`config.mk`:
```
export PLATFORM = sky130hd
export DESIGN_NAME = sensor_frame_crc_check_convert
export DESIGN_NICKNAME = d
export VERILOG_FILES = /design/src/sv/sfcc_pkg.sv /design/src/sv/sfcc_frame.sv /design/src/sv/sfcc_mul.sv /design/src/sv/sfcc_div.sv /design/src/sv/sensor_frame_crc_check_convert.sv
export SDC_FILE = /design/constraint.sdc
export NUM_CORES = 1
export LEC_CHECK = 0
export ABC_AREA = 1
export BUFFER_PORTS_ARGS = -buffer_cell sky130_fd_sc_hd__buf_2
export CORE_ASPECT_RATIO = 2
export CORE_UTILIZATION = 55
export DETAILED_ROUTE_END_ITERATION = 8
export MAX_ROUTING_LAYER = met4
export PLACE_DENSITY = 0.72
export SYNTH_ARGS = -nofsm -noshare
export SYNTH_HDL_FRONTEND = slang
export SYNTH_SLANG_ARGS = --single-unit
```
`constraint.sdc`:
```
create_clock -name clk -period 11.8 [get_ports clk]
set_input_delay 1.77 -clock clk [delete_from_list [all_inputs] [get_ports clk]]
set_output_delay 1.77 -clock clk [all_outputs]
set_load 0.05 [all_outputs]
```
`src/sv/sfcc_pkg.sv`:
```
// package for the sensor frame crc check and convert block
// types, constants and the crc-8 / divide-by-65535 helpers; no dependencies
package sfcc_pkg;

    localparam logic [7:0] CRC_INIT = 8'hFF;
    localparam logic [7:0] CRC_POLY = 8'h31;

    localparam logic [2:0] BYTE_TEMP_MSB = 3'd0;
    localparam logic [2:0] BYTE_TEMP_LSB = 3'd1;
    localparam logic [2:0] BYTE_TEMP_CRC = 3'd2;
    localparam logic [2:0] BYTE_HUM_MSB  = 3'd3;
    localparam logic [2:0] BYTE_HUM_LSB  = 3'd4;
    localparam logic [2:0] BYTE_HUM_CRC  = 3'd5;

    localparam int TPROD_W = 28;
    localparam int HPROD_W = 30;

    localparam logic [11:0] SCALE_C = 12'd1750;
    localparam logic [11:0] SCALE_F = 12'd3150;
    localparam logic [13:0] SCALE_H = 14'd10000;
    localparam logic [TPROD_W-1:0] OFFSET_C = TPROD_W'(450 * 65535);
    localparam logic [TPROD_W-1:0] OFFSET_F = TPROD_W'(490 * 65535);

    typedef struct packed {
        logic [7:0] rx_byte;
        logic       frame_start;
    } in_t;

    typedef struct packed {
        logic signed [12:0] temperature_tenths;
        logic [13:0]        humidity_hundredths;
        logic               frame_status;
    } out_t;

    typedef struct packed {
        logic [15:0] raw_temperature;
        logic [15:0] raw_humidity;
        logic        crc_error;
        logic        temp_unit;
    } frame_t;

    typedef struct packed {
        logic [TPROD_W-1:0] temp_prod;
        logic [HPROD_W-1:0] hum_prod;
        logic               crc_error;
        logic               temp_unit;
    } prod_t;

    function automatic logic [7:0] crc8_update(input logic [7:0] crc, input logic [7:0] b);
        logic [7:0] c;
        c = crc ^ b;
        for (int k = 0; k < 8; k++)
        begin
            if (c[7])
            begin
                c = {c[6:0], 1'b0} ^ CRC_POLY;
            end
            else
            begin
                c = {c[6:0], 1'b0};
            end
        end
        return c;
    endfunction

    // floor(x / 65535) for x below 2^30
    function automatic logic [14:0] div65535(input logic [HPROD_W-1:0] x);
        logic [HPROD_W:0] s;
        s = {1'b0, x} + (HPROD_W+1)'(x >> 16) + (HPROD_W+1)'(1);
        return s[HPROD_W:16];
    endfunction

endpackage

```
`src/sv/sfcc_frame.sv`:
```
// byte assembler: byte index, running crc-8, raw words and the unit register
// depends on sfcc_pkg
module sfcc_frame
    import sfcc_pkg::*;
(
    input  logic   clk,
    input  logic   rst_n,
    input  logic   in_valid,
    output logic   in_ready,
    input  in_t    in_data,
    input  logic   cfg_we,
    input  logic   cfg_wdata,
    output logic   frm_valid,
    input  logic   frm_ready,
    output frame_t frm_data
);

    logic [2:0]  idx_reg, idx_next;
    logic [7:0]  crc_reg, crc_next;
    logic        err_reg, err_next;
    logic [15:0] rawt_reg, rawt_next;
    logic [15:0] rawh_reg, rawh_next;
    logic        unit_reg;
    logic        frm_v_reg, frm_v_next;
    frame_t      frm_reg, frm_next;

    logic [2:0]  idx_eff;
    logic [7:0]  crc_base;
    logic        err_base;
    logic [7:0]  crc_upd;
    logic        accept;

    assign in_ready  = !frm_v_reg || frm_ready;
    assign accept    = in_valid && in_ready;
    assign frm_valid = frm_v_reg;
    assign frm_data  = frm_reg;

    always_comb
    begin
        idx_eff  = (in_data.frame_start || idx_reg > BYTE_HUM_CRC) ? BYTE_TEMP_MSB : idx_reg;
        crc_base = (idx_eff == BYTE_TEMP_MSB) ? CRC_INIT : crc_reg;
        err_base = (idx_eff == BYTE_TEMP_MSB) ? 1'b0 : err_reg;
        crc_upd  = crc8_update(crc_base, in_data.rx_byte);

        idx_next   = idx_reg;
        crc_next   = crc_reg;
        err_next   = err_reg;
        rawt_next  = rawt_reg;
        rawh_next  = rawh_reg;
        frm_next   = frm_reg;
        frm_v_next = frm_v_reg && !frm_ready;

        if (accept)
        begin
            err_next = err_base;
            unique case (idx_eff)
                BYTE_TEMP_MSB:
                begin
                    rawt_next = {in_data.rx_byte, rawt_reg[7:0]};
                    crc_next  = crc_upd;
                end
                BYTE_TEMP_LSB:
                begin
                    rawt_next = {rawt_reg[15:8], in_data.rx_byte};
                    crc_next  = crc_upd;
                end
                BYTE_HUM_MSB:
                begin
                    rawh_next = {in_data.rx_byte, rawh_reg[7:0]};
                    crc_next  = crc_upd;
                end
                BYTE_HUM_LSB:
                begin
                    rawh_next = {rawh_reg[15:8], in_data.rx_byte};
                    crc_next  = crc_upd;
                end
                default:
                begin
                    // crc byte of either word
                    err_next = err_base || (in_data.rx_byte != crc_base);
                    crc_next = CRC_INIT;
                end
            endcase

            if (idx_eff == BYTE_HUM_CRC)
            begin
                idx_next                 = BYTE_TEMP_MSB;
                frm_v_next               = 1'b1;
                frm_next.raw_temperature = rawt_reg;
                frm_next.raw_humidity    = rawh_reg;
                frm_next.crc_error       = err_next;
                frm_next.temp_unit       = unit_reg;
            end
            else
            begin
                idx_next = idx_eff + 3'd1;
            end
        end
    end

    always_ff @(posedge clk or negedge rst_n)
    begin
        if (!rst_n)
        begin
            idx_reg   <= BYTE_TEMP_MSB;
            crc_reg   <= CRC_INIT;
            err_reg   <= 1'b0;
            rawt_reg  <= '0;
            rawh_reg  <= '0;
            unit_reg  <= 1'b0;
            frm_v_reg <= 1'b0;
        end
        else
        begin
            idx_reg   <= idx_next;
            crc_reg   <= crc_next;
            err_reg   <= err_next;
            rawt_reg  <= rawt_next;
            rawh_reg  <= rawh_next;
            frm_v_reg <= frm_v_next;
            if (cfg_we)
            begin
                unit_reg <= cfg_wdata;
            end
        end
    end

    always_ff @(posedge clk)
    begin
        frm_reg <= frm_next;
    end

endmodule

```
`src/sv/sfcc_mul.sv`:
```
// product stage: raw words times their unit scale, registered
// depends on sfcc_pkg
module sfcc_mul
    import sfcc_pkg::*;
(
    input  logic   clk,
    input  logic   rst_n,
    input  logic   up_valid,
    output logic   up_ready,
    input  frame_t up_data,
    output logic   dn_valid,
    input  logic   dn_ready,
    output prod_t  dn_data
);

    logic  v_reg, v_next;
    prod_t p_reg, p_next;
    logic  load;

    assign up_ready = !v_reg || dn_ready;
    assign load     = up_valid && up_ready;
    assign dn_valid = v_reg;
    assign dn_data  = p_reg;

    always_comb
    begin
        v_next = v_reg && !dn_ready;
        p_next = p_reg;
        if (load)
        begin
            v_next = 1'b1;
            p_next.temp_prod = up_data.temp_unit
                ? TPROD_W'(SCALE_F) * TPROD_W'(up_data.raw_temperature)
                : TPROD_W'(SCALE_C) * TPROD_W'(up_data.raw_temperature);
            p_next.hum_prod  = HPROD_W'(SCALE_H) * HPROD_W'(up_data.raw_humidity);
            p_next.crc_error = up_data.crc_error;
            p_next.temp_unit = up_data.temp_unit;
        end
    end

    always_ff @(posedge clk or negedge rst_n)
    begin
        if (!rst_n)
        begin
            v_reg <= 1'b0;
        end
        else
        begin
            v_reg <= v_next;
        end
    end

    always_ff @(posedge clk)
    begin
        p_reg <= p_next;
    end

endmodule

```
`src/sv/sfcc_div.sv`:
```
// offset, divide by full scale, sign and the result register
// depends on sfcc_pkg
module sfcc_div
    import sfcc_pkg::*;
(
    input  logic  clk,
    input  logic  rst_n,
    input  logic  up_valid,
    output logic  up_ready,
    input  prod_t up_data,
    output logic  out_valid,
    input  logic  out_ready,
    output out_t  out_data
);

    logic               v_reg, v_next;
    out_t               o_reg, o_next;
    logic               load;
    logic [TPROD_W-1:0] offs;
    logic               below;
    logic [TPROD_W-1:0] diff;
    logic [14:0]        tq;
    logic [14:0]        hq;
    logic [12:0]        tmag;

    assign up_ready  = !v_reg || out_ready;
    assign load      = up_valid && up_ready;
    assign out_valid = v_reg;
    assign out_data  = o_reg;

    always_comb
    begin
        offs  = up_data.temp_unit ? OFFSET_F : OFFSET_C;
        below = up_data.temp_prod < offs;
        diff  = below ? (offs - up_data.temp_prod) : (up_data.temp_prod - offs);
        tq    = div65535(HPROD_W'(diff));
        hq    = div65535(up_data.hum_prod);
        tmag  = tq[12:0];

        v_next = v_reg && !out_ready;
        o_next = o_reg;
        if (load)
        begin
            v_next                     = 1'b1;
            o_next.temperature_tenths  = below ? $signed(~tmag + 13'd1) : $signed(tmag);
            o_next.humidity_hundredths = hq[13:0];
            o_next.frame_status        = up_data.crc_error;
        end
    end

    always_ff @(posedge clk or negedge rst_n)
    begin
        if (!rst_n)
        begin
            v_reg <= 1'b0;
        end
        else
        begin
            v_reg <= v_next;
        end
    end

    always_ff @(posedge clk)
    begin
        o_reg <= o_next;
    end

endmodule

```
`src/sv/sensor_frame_crc_check_convert.sv`:
```
// sensor reply crc check and convert, top level
// after the sixth byte's transfer, its frame passes the frame, product and result
// registers of the three-stage assemble/multiply/divide pipeline to out_valid
// throughput: one byte per cycle while out_ready does not stall the pipeline
// reset: byte index, crc, unit register and all stage valids cleared asynchronously
// depends on sfcc_pkg, sfcc_frame, sfcc_mul, sfcc_div
module sensor_frame_crc_check_convert
    import sfcc_pkg::*;
(
    input  logic clk,
    input  logic rst_n,
    input  logic in_valid,
    output logic in_ready,
    input  in_t  in_data,
    output logic out_valid,
    input  logic out_ready,
    output out_t out_data,
    input  logic cfg_we,
    input  logic cfg_wdata
);

    logic   frm_valid, frm_ready;
    frame_t frm_data;
    logic   prd_valid, prd_ready;
    prod_t  prd_data;

    sfcc_frame u_frame (
        .clk       (clk),
        .rst_n     (rst_n),
        .in_valid  (in_valid),
        .in_ready  (in_ready),
        .in_data   (in_data),
        .cfg_we    (cfg_we),
        .cfg_wdata (cfg_wdata),
        .frm_valid (frm_valid),
        .frm_ready (frm_ready),
        .frm_data  (frm_data)
    );

    sfcc_mul u_mul (
        .clk      (clk),
        .rst_n    (rst_n),
        .up_valid (frm_valid),
        .up_ready (frm_ready),
        .up_data  (frm_data),
        .dn_valid (prd_valid),
        .dn_ready (prd_ready),
        .dn_data  (prd_data)
    );

    sfcc_div u_div (
        .clk       (clk),
        .rst_n     (rst_n),
        .up_valid  (prd_valid),
        .up_ready  (prd_ready),
        .up_data   (prd_data),
        .out_valid (out_valid),
        .out_ready (out_ready),
        .out_data  (out_data)
    );

endmodule

```
==> summary.txt, run 1 <==
Critical path
  • Setup Crit Path Kind: reg -> reg
  • Worst path slowest cell: edfxtp_1
  • Critical path startpoint category: flip-flop
  • WP data arrival: 5.75 ns
  • Crit path largest cell delay: 0.56 ns
  • CP dominant cell by count: fa_1
  • R2R Setup Slk: 6.25 ns
  • Worst Path Max Fanout: 7
  • CP Capture Type: flip-flop
  • Req. time, crit path: 12.00 ns
  • Critical path, cell by cell: ha_1 -> inv_1 -> fa_1 -> inv_1 -> fa_1 -> fa_1 -> fa_1 -> ha_1 -> nand2_1 -> nor2_1 -> inv_1 -> nor3_1 -> a21boi_0 -> nor2_1 -> nor2_1 -> o21ai_0 -> a21oi_1 -> o21bai_1 -> a21oi_1 -> o21ai_0 -> nand2_1

Run
  • Max cap viols: 0

Global routing
  • Pin count of the biggest net entering global routing: 56
  • Global-route usage over all layers: 31.6%
  • Number of global-route vias before repair: 15100
  • Grt total ovfl: 0
  • Initial antenna violation count: 0
  • First-pass GRT wire length: 76500 um

Drt
  • WL/cell: 18.1 um
  • DRT antenna net count: 0
  • Via density: 5.49
  • Initial drt markers: 765
  • Final WL: 48000 um
  • First-pass iteration count of the detailed router: 6
  • Remaining DRCs: 0
  • Via Count: approximately 15000

STA
  • Hold_ws: 0.432 ns
  • Setup_tns: 0 ns
  • Worst relative slew slack: between 20% and 30%
  • Final Cycle Share: a little under half
  • Final setup fails: 0
  • Hold Fails Final Rpt: 0
  • Clk_skew: about 0.024 ns
  • RSZ-0062 raised after global routing: false
  • Slew Viols, Final: 0
  • F_max: 180 MHz
  • Slew @ Worst Pin: 1.07 ns
  • Fin crit period: 5.55 ns

Clock tree
  • Clock Latency Late Sink: 0.45 ns
  • # hold bufs at CTS: 0
  • CTS H-tree depth: 4
  • Reg clk slew, reported paths: around 0.070 ns
  • Setup repair bufs after CTS: 0
  • CTS Root Cell: clkbuf_16
  • Cts bufs inserted: 17
  • Clk buf depth: 2
  • Clk sink count: 165
  • CTS tree: yes
  • # resized after CTS: 0

Synthesis
  • Synth unique cells: roughly 50
  • Syn. warnings: 0
  • Ys async rst share: 29.1%
  • Syn Nets: 2572
  • Gate Count Post-Synth: 2167
  • Post-synth EDFFs: 117
  • Flops & latches, synth: roughly 170
  • Syn_area_per_cell: 8.38 sq um
  • Sequential-to-total area share from yosys stat: 26.0%
  • Mapped cell area: 18200 sq um
  • Most used flip-flop cell after synthesis: edfxtp_1

Worst hold path
  • Min-Delay Path Class: reg -> reg

Floorplan
  • IO Count: 45
  • Die H: 259 um
  • Initial Utilization: 56.1%
  • Std-Cell Rows: 93
  • Core area: 32300 sq um
  • Die W: 130 um
  • Die ar.: 33800 sq um

Power and ir drop
  • Peak VDD IR: 0.000143 V
  • Static Leak: 9.87 nW
  • Pwr/cell area: 163 nW/um^2

Placed design
  • Buffers on Ports: 44
  • HPWL Detailed: 40300 um
  • RD Place Congestion: around 1.0

Final layout
  • Max reg flops: 55
  • Fin nets: 2618
  • Layout fillers: between 2000 and 3000
  • Layout overhead on the synthesized area: 7.02%
  • Share of cells above drive strength 1: under 10%
  • ANT cells: 0

Run status
  • Status: finished clean
==> path summary, 6_finish.rpt <==
| path | start | to | depth (start not counted) |
|---|---|---|---|
| worst min-delay path | u_frame.frm_data[1]$_DFFE_PP_ | u_mul.dn_data[1]$_DFFE_PP_ | 0 |
| worst max register to register | u_frame.frm_data[25]$_DFFE_PP_ | u_mul.dn_data[58]$_DFFE_PP_ | 21 |
| min in group asynchronous | rst_n | u_frame.idx_reg[2]$_DFFE_PN0P_ | 1 |
| max in group asynchronous | rst_n | u_frame.rawt_reg[12]$_DFFE_PN0P_ | 1 |
| worst min register to register | u_frame.frm_data[1]$_DFFE_PP_ | u_mul.dn_data[1]$_DFFE_PP_ | 0 |
| worst max-delay path | u_frame.frm_data[25]$_DFFE_PP_ | u_mul.dn_data[58]$_DFFE_PP_ | 21 |
==> critical path: cells and delay by family (launching register included) <==
family / cells / cell delay, ns
AO/OA/AOI/OAI: 6 / 0.92
adder cells (fa/ha/maj): 6 / 2.82
buffers and inverters: 3 / 0.25
flip-flops: 1 / 0.56
AND/OR/NAND/NOR: 6 / 0.74
==> power breakdown <==
part / switching [mW] / total [mW] / leakage, nW / internal (mW)
Sequential: 0.0613 / 0.846 / 1.63 / 0.785
Clock: 0.258 / 0.540 / 0.280 / 0.282
Combinational: 1.11 / 1.79 / 7.96 / 0.679
Total: 1.43 / 3.17 / 9.87 / 1.75
==> per-stage QoR <==
stage	std cells	util [%]	total power, mW	instance area (sq um)	worst slack, ns
global placement	2621	58.2	2.56	18800	6.44
detailed placement	2621	58.2	2.61	18800	6.33
CTS	2653	60.0	3.17	19400	6.25
finish	2653	60.0	3.17	19400	6.25
floorplan	2167	-	2.18	18200	6.86
global route	2653	60.0	3.46	19400	5.81
==> synthesized netlist by cell type (32+ instances only) <==
| master | n | area (sq um) |
|---|---|---|
| nand2_1 | 462 | 1730 |
| o21ai_0 | 88 | 440 |
| dfrtp_1 | 40 | 1000 |
| nor2_1 | 156 | 586 |
| a21oi_1 | 138 | 691 |
| nand2_2 | 32 | 200 |
| edfxtp_1 | 117 | 3510 |
| ha_1 | 250 | 3130 |
| fa_1 | 140 | 2800 |
| inv_1 | 385 | 1450 |
| nand3_1 | 104 | 521 |
| xor2_1 | 49 | 429 |
==> cell usage in the layout, fill, tap and decap left out, drive strengths merged, types with 5 or more instances in the layout <==
| cell type | instances |
|---|---|
| xor2 | 50 |
| dfrtp | 40 |
| ha | 250 |
| dfstp | 8 |
| nand2 | 501 |
| o21ai | 97 |
| nor3 | 8 |
| clkinv | 10 |
| o21bai | 6 |
| or2 | 7 |
| fa | 140 |
| a21o | 7 |
| xnor2 | 32 |
| nor2 | 172 |
| a31oi | 5 |
| edfxtp | 117 |
| clkbuf | 17 |
| a21oi | 142 |
| inv | 407 |
| o21a | 5 |
| nand4 | 20 |
| buf | 48 |
| nand3 | 109 |
==> cell type report <==
| class | instances | area (sq um) | area share [%] |
|---|---|---|---|
| clock buffers | 17 | 425 | 2.19 |
| clock inverters | 15 | 164 | 0.844 |
| inverters | 404 | 1520 | 7.81 |
| multi-input cells | 1577 | 11800 | 60.8 |
| flip-flops and latches | 165 | 4720 | 24.3 |
| well taps | 427 | 534 | 2.75 |
| repair buffers | 48 | 250 | 1.29 |
==> layer usage <==
metal	GRT usage (%)	vias up	part of all wire (%)	routed length, um
met5	-	-	0	0
met4	22.6	0	7.6	3640
met3	4.23	184	3.0	1460
met2	59.1	368	56	26900
met1	28.2	6948	33	16000
li1	-	7059	-	-
==> cells by family after synthesis <==
kind of cell / Yosys count / share of synthesized area [%]
and+or+nand+nor: 826 / 19.9
AOI/OAI and AO/OA: 277 / 8.29
muxes: 2 / 0.124
xor gates and xnor gates: 82 / 4.04
buffers and inverters: 425 / 8.98
adders and majority gates: 390 / 32.7
DFF: 165 / 26.0
Note: power is estimated with default switching activity, not from simulation.
==> inputs of run 2 (changes only) <==
--- a/config.mk
+++ b/config.mk
@@ -11,7 +11,7 @@
 export CORE_UTILIZATION = 55
 export DETAILED_ROUTE_END_ITERATION = 8
 export MAX_ROUTING_LAYER = met4
-export PLACE_DENSITY = 0.72
+export PLACE_DENSITY = 0.74
 export SYNTH_ARGS = -nofsm -noshare
 export SYNTH_HDL_FRONTEND = slang
 export SYNTH_SLANG_ARGS = --single-unit
==> constraint.sdc (replaced) <==
create_clock -name clk -period 4.7 [get_ports clk]
set_input_delay 0.705 -clock clk [delete_from_list [all_inputs] [get_ports clk]]
set_output_delay 0.705 -clock clk [all_outputs]
set_load 0.05 [all_outputs]
==> summary.txt, run 2 (synthesis results as in run 1) <==
Power and ir drop
  • Pwr/cell area: between 400 and 500 nW/um^2
  • Seq pwr share: 20.7%
  • Static Leak: 11.2 nW
  • P_int: 5.82 mW
  • Comb power frac: about 66%
  • Sw power: 4.42 mW
  • Peak VDD IR: around 0.0004 V
  • Switch share: between 40% and 50%
  • Total Power: between 10 and 15 mW
  • Clock power frac: 13.7%

Floorplan
  • Std-Cell Rows: 93
  • Die ar.: between 30000 and 40000 sq um
  • Core area: about 32000 sq um
  • IO Count: 45
  • Die W: around 130 um
  • Die H: 259 um
  • Initial Utilization: 56.1%

Critical path
  • Setup Crit Path Kind: reg -> reg
  • WP data arrival: 5.28 ns
  • CP Capture Type: flip-flop
  • Req. time, crit path: slightly below 5 ns
  • Critical path startpoint category: flip-flop
  • Worst Path Max Fanout: 4
  • Crit path from: u_frame.frm_data[21]$_DFFE_PP_
  • Worst r2r src: u_frame.frm_data[21]$_DFFE_PP_
  • R2r worst-path depth: 20

Drt
  • Via Count: 15900
  • Final WL: between 50000 and 60000 um
  • DRT antenna net count: 0
  • Via density: approximately 5.4
  • WL/cell: 18.3 um
  • Initial drt markers: 701
  • Remaining DRCs: 0
  • First-pass iteration count of the detailed router: 7

STA
  • Final Cycle Share: 108%
  • Slew Viols, Final: 0
  • Hold Fails Final Rpt: 0
  • F_max: approximately 200 MHz
  • Final setup fails: 11
  • Worst relative slew slack: 19.9%
  • PnR worst setup slack: -0.362 ns
  • Slew @ Worst Pin: ~1.2 ns
  • Hold_ws: 0.425 ns
  • RSZ-0062 raised after global routing: true
  • Fin crit period: around 5.1 ns
  • Clk_skew: roughly 0.021 ns

Final layout
  • Commonest non-fill, non-tap cell in the layout: nand2_1
  • Share of cells above drive strength 1: 23.7%
  • Layout overhead on the synthesized area: 22.6%
  • Layout fillers: 2531
  • Max reg flops: 55
  • Multi-input logic area: 12600 sq um
  • ANT cells: 0
  • Fin nets: 2878
  • Commonest non-fill, non-tap cells in the layout: 438 x nand2_1, 360 x inv_1, 242 x buf_4, 216 x ha_1, 151 x nor2_1
  • Register Area: 4720 sq um
  • Layout Cells excl Fill: slightly below 3000

Clock tree
  • CTS H-tree depth: 4
  • Clk sink count: 165
  • Clk buf depth: 2
  • Clock Latency Late Sink: 0.46 ns
  • CTS tree: yes
  • Cts bufs inserted: 17
  • CTS Root Cell: clkbuf_16
  • Reg clk slew, reported paths: 0.07 ns

Placed design
  • RD Place Congestion: 1.05
  • HPWL Detailed: 42100 um
  • Placed insts: 2826
  • Buffers on Ports: 44

Run
  • Max cap viols: 0

Worst hold path
  • Hold Path Depth: 0
  • Hold path startpoint: u_mul.dn_data[1]$_DFFE_PP_
  • Min-Delay Path Class: reg -> reg

Run status
  • Failing checks: negative setup slack
  • Status: finished, violations left

Global routing
  • Number of global-route vias before repair: approximately 17000
  • Pin count of the biggest net entering global routing: 56
  • First-pass GRT wire length: 80800 um
  • Global-route usage over all layers: ~33%
  • Initial antenna violation count: 0
  • Grt total ovfl: 0
==> run 2: stage by stage <==
step	area (sq um)	setup WS, ns	setup TNS, ns	util [%]
6_report	22300	-0.362	-1.58	68.8
3_5_place_dp	20500	-0.447	-2.66	63.4
4_1_cts	21500	-0.174	-0.533	66.4
2_1_floorplan	18300	-0.00456	-0.00456	-
3_3_place_gp	20500	-0.353	-1.76	63.4
5_1_grt	22300	-0.537	-4.89	68.8
==> run 2: what timing repair did <==
item	4_1_cts	5_1_grt
hold buffers	0	0
setup endpoints to repair	15	35
setup buffers	24	36
gates cloned	0	0
pin swaps	30	99
resized for setup	47	149
==> run 2: per-layer routing <==
metal  vias up  GRT usage (%)  wire length (um)
li1       7563              -                 -
met1      7521           29.0             17500
met2       505           59.6             29000
met3       264           4.62              1810
met4         0           28.4              4930
met5         -              -                 0
==> run 2: power groups by stage <==
stage	logic [mW]	clock network [mW]	registers [mW]
6_report	6.72	1.40	2.12
5_1_grt	7.35	1.47	2.14
4_1_cts	5.68	1.41	2.12
3_5_place_dp	5.30	0	2.15
3_3_place_gp	5.11	0	2.13
2_1_floorplan	3.43	0	2.13
==> run 2: final timing paths <==
check | endpoint | slack, ns
min in group asynchronous | u_frame.idx_reg[2]$_DFFE_PN0P_ | 0.44
max reg2reg | u_mul.dn_data[58]$_DFFE_PP_ | -0.36
max in group asynchronous | u_frame.rawt_reg[10]$_DFFE_PN0P_ | 3.61
max | u_mul.dn_data[58]$_DFFE_PP_ | -0.36
min | u_div.out_data[0]$_DFFE_PP_ | 0.43
min reg2reg | u_div.out_data[0]$_DFFE_PP_ | 0.43
==> run 2: cell type report <==
cell class | count | share of cell area (%)
clock buffer | 17 | 1.91
inverter | 404 | 6.83
timing repair buffer | 308 | 10.3
multi-input combinational | 1577 | 56.6
tap | 427 | 2.40
clock inverter | 15 | 0.776
sequential | 165 | 21.2
==> run 2: worst max-delay path: stages, from the launching register on <==
cell      delay (ns)
edfxtp_1        0.51
ha_4            0.35
inv_1           0.06
fa_1            0.51
inv_1           0.08
fa_1            0.51
fa_1            0.58
fa_1            0.47
ha_4            0.32
nand2_2         0.08
o21ai_2         0.16
a21oi_1         0.09
a21boi_2        0.17
nor2_1          0.13
nor2_2          0.07
o21ai_2         0.20
a21oi_2         0.09
o21bai_1        0.19
a21oi_1         0.09
o21ai_1         0.11
nand2_1         0.06
==> inputs of run 3 (changes only) <==
--- a/config.mk
+++ b/config.mk
@@ -11,7 +11,7 @@
 export CORE_UTILIZATION = 55
 export DETAILED_ROUTE_END_ITERATION = 8
 export MAX_ROUTING_LAYER = met4
-export PLACE_DENSITY = 0.74
+export PLACE_DENSITY = 0.72
 export SYNTH_ARGS = -nofsm -noshare
 export SYNTH_HDL_FRONTEND = slang
 export SYNTH_SLANG_ARGS = --single-unit
==> constraint.sdc (replaced) <==
create_clock -name clk -period 6.4 [get_ports clk]
set_input_delay 0.96 -clock clk [delete_from_list [all_inputs] [get_ports clk]]
set_output_delay 0.96 -clock clk [all_outputs]
set_load 0.05 [all_outputs]
==> summary.txt, run 3 (synthesis results as in run 1) <==
Run status
  • Status: finished clean

Critical path
  • Setup Crit Path Kind: reg -> reg
  • Worst path slowest cell: fa_1
  • Critical path startpoint category: flip-flop
  • Critical path, cell by cell: ha_1 -> inv_1 -> fa_1 -> fa_1 -> fa_1 -> inv_1 -> fa_1 -> ha_1 -> a21oi_1 -> o21ai_0 -> a21o_1 -> nand2_1 -> nand2_1 -> a21oi_1 -> o21ai_0 -> a21boi_0 -> o21ai_0 -> o21ai_0 -> nand2_1
  • Req. time, crit path: approximately 6.6 ns
  • CP Capture Type: flip-flop
  • Crit path largest cell delay: 0.58 ns
  • Worst Path Max Fanout: 7
  • WP data arrival: between 5 and 6 ns

Drt
  • Initial drt markers: around 800
  • Remaining DRCs: 0
  • Via Count: 14500
  • Via density: 5.46
  • WL/cell: 17.9 um
  • Final WL: about 48000 um
  • DRT antenna net count: 0
  • First-pass iteration count of the detailed router: 6

Worst hold path
  • Min-Delay Path Class: reg -> reg

STA
  • Hold Fails Final Rpt: 0
  • Setup_tns: 0 ns
  • Final Cycle Share: a little under nine tenths
  • Worst relative slew slack: 29.3%
  • Fin crit period: 5.47 ns
  • Clk_skew: between 0.015 and 0.02 ns
  • F_max: around 180 MHz
  • PnR worst setup slack: 0.927 ns
  • Final setup fails: 0
  • Slew @ Worst Pin: 1.06 ns
  • Slew Viols, Final: 0
  • RSZ-0062 raised after global routing: false

Clock tree
  • Setup repair bufs after CTS: 0
  • Clock Latency Late Sink: 0.45 ns
  • Reg clk slew, reported paths: approximately 0.07 ns
  • Clk sink count: around 170
  • # resized after CTS: 0
  • CTS H-tree depth: 4
  • Clk buf depth: 2
  • # hold bufs at CTS: 0
  • Cts bufs inserted: 17
  • CTS Root Cell: clkbuf_16
  • CTS tree: yes

Final layout
  • Layout overhead on the synthesized area: 7.02%
  • Layout Cells excl Fill: 2653
  • Max reg flops: 55
  • Share of cells above drive strength 1: about 8.2%
  • Commonest non-fill, non-tap cell in the layout: nand2_1
  • Final core occ: 60.1%
  • ANT cells: 0
  • Commonest non-fill, non-tap cells in the layout: 462 x nand2_1, 384 x inv_1, 250 x ha_1, 155 x nor2_1, 140 x fa_1
  • Fin nets: 2618

Placed design
  • Buffers on Ports: 44
  • HPWL Detailed: between 30000 and 40000 um
  • RD Place Congestion: roughly 1
  • Placed insts: 2621
  • Dpl ws: 0.927 ns

Global routing
  • Number of global-route vias before repair: ~15000
  • Pin count of the biggest net entering global routing: 56
  • Global-route usage over all layers: 31.0%
  • First-pass GRT wire length: 75500 um
  • Grt total ovfl: 0
  • Initial antenna violation count: 0

Floorplan
  • Core area: 32300 sq um
  • Std-Cell Rows: just over 90
  • IO Count: 45
  • Initial Utilization: 56.1%
  • Die W: approximately 130 um
  • Die ar.: 33800 sq um
  • Die H: 259 um

Power and ir drop
  • Total Power: 5.83 mW
  • Peak VDD IR: between 0.0002 and 0.0003 V
  • Static Leak: 9.87 nW
  • Pwr/cell area: 300 nW/um^2

Run
  • Max cap viols: 0
## run 3: per-layer routing
metal | share of wire, % | global-route usage, %
met5 | 0 | -
met1 | 33 | 28.1
met3 | 3.2 | 3.54
met2 | 55 | 56.9
met4 | 8.8 | 24.3
## run 3: final timing paths
check,cells after the start,slack [ns],to,start
setup / recovery,19,0.93,u_mul.dn_data[57]$_DFFE_PP_,u_frame.frm_data[21]$_DFFE_PP_
max in group asynchronous,1,5.03,u_frame.rawt_reg[7]$_DFFE_PN0P_,rst_n
min in group asynchronous,1,0.69,u_frame.idx_reg[2]$_DFFE_PN0P_,rst_n
hold / removal,0,0.42,u_mul.dn_data[1]$_DFFE_PP_,u_frame.frm_data[1]$_DFFE_PP_
setup reg to reg,19,0.93,u_mul.dn_data[57]$_DFFE_PP_,u_frame.frm_data[21]$_DFFE_PP_
hold reg to reg,0,0.42,u_mul.dn_data[1]$_DFFE_PP_,u_frame.frm_data[1]$_DFFE_PP_
## run 3: cell type report
| cell class | count | area, sq um |
|---|---|---|
| Fill cell | 2934 | 12900 |
| Multi-Input combinational cell | 1577 | 11800 |
| Sequential cell | 165 | 4720 |
| Inverter | 404 | 1520 |
| Tap cell | 427 | 534 |
| Clock buffer | 17 | 425 |
| Timing Repair Buffer | 48 | 250 |
| Clock inverter | 15 | 165 |
## run 3: worst max-delay path: cells and delay by family (launching register included)
kind | cells | cell delay, ns
AND/OR/NAND/NOR | 3 | 0.22
buffers and inverters | 2 | 0.21
flip-flops | 1 | 0.54
AO/OA/AOI/OAI | 8 | 1.57
adder cells (fa/ha/maj) | 6 | 2.68
## run 3: power by group
| part | switching [mW] | internal, mW |
|---|---|---|
| sequential | 0.115 | 1.45 |
| clock | 0.481 | 0.521 |
| combinational | 2.02 | 1.25 |
| total | 2.61 | 3.22 |
## run 3: per-stage QoR
stage | hold WS, ns | area (sq um)
finish | 0.425 | 19400
global route | 0.426 | 19400
CTS | 0.424 | 19400
detailed placement | 0.408 | 18800
global placement | 0.406 | 18800
floorplan | 0.400 | 18200
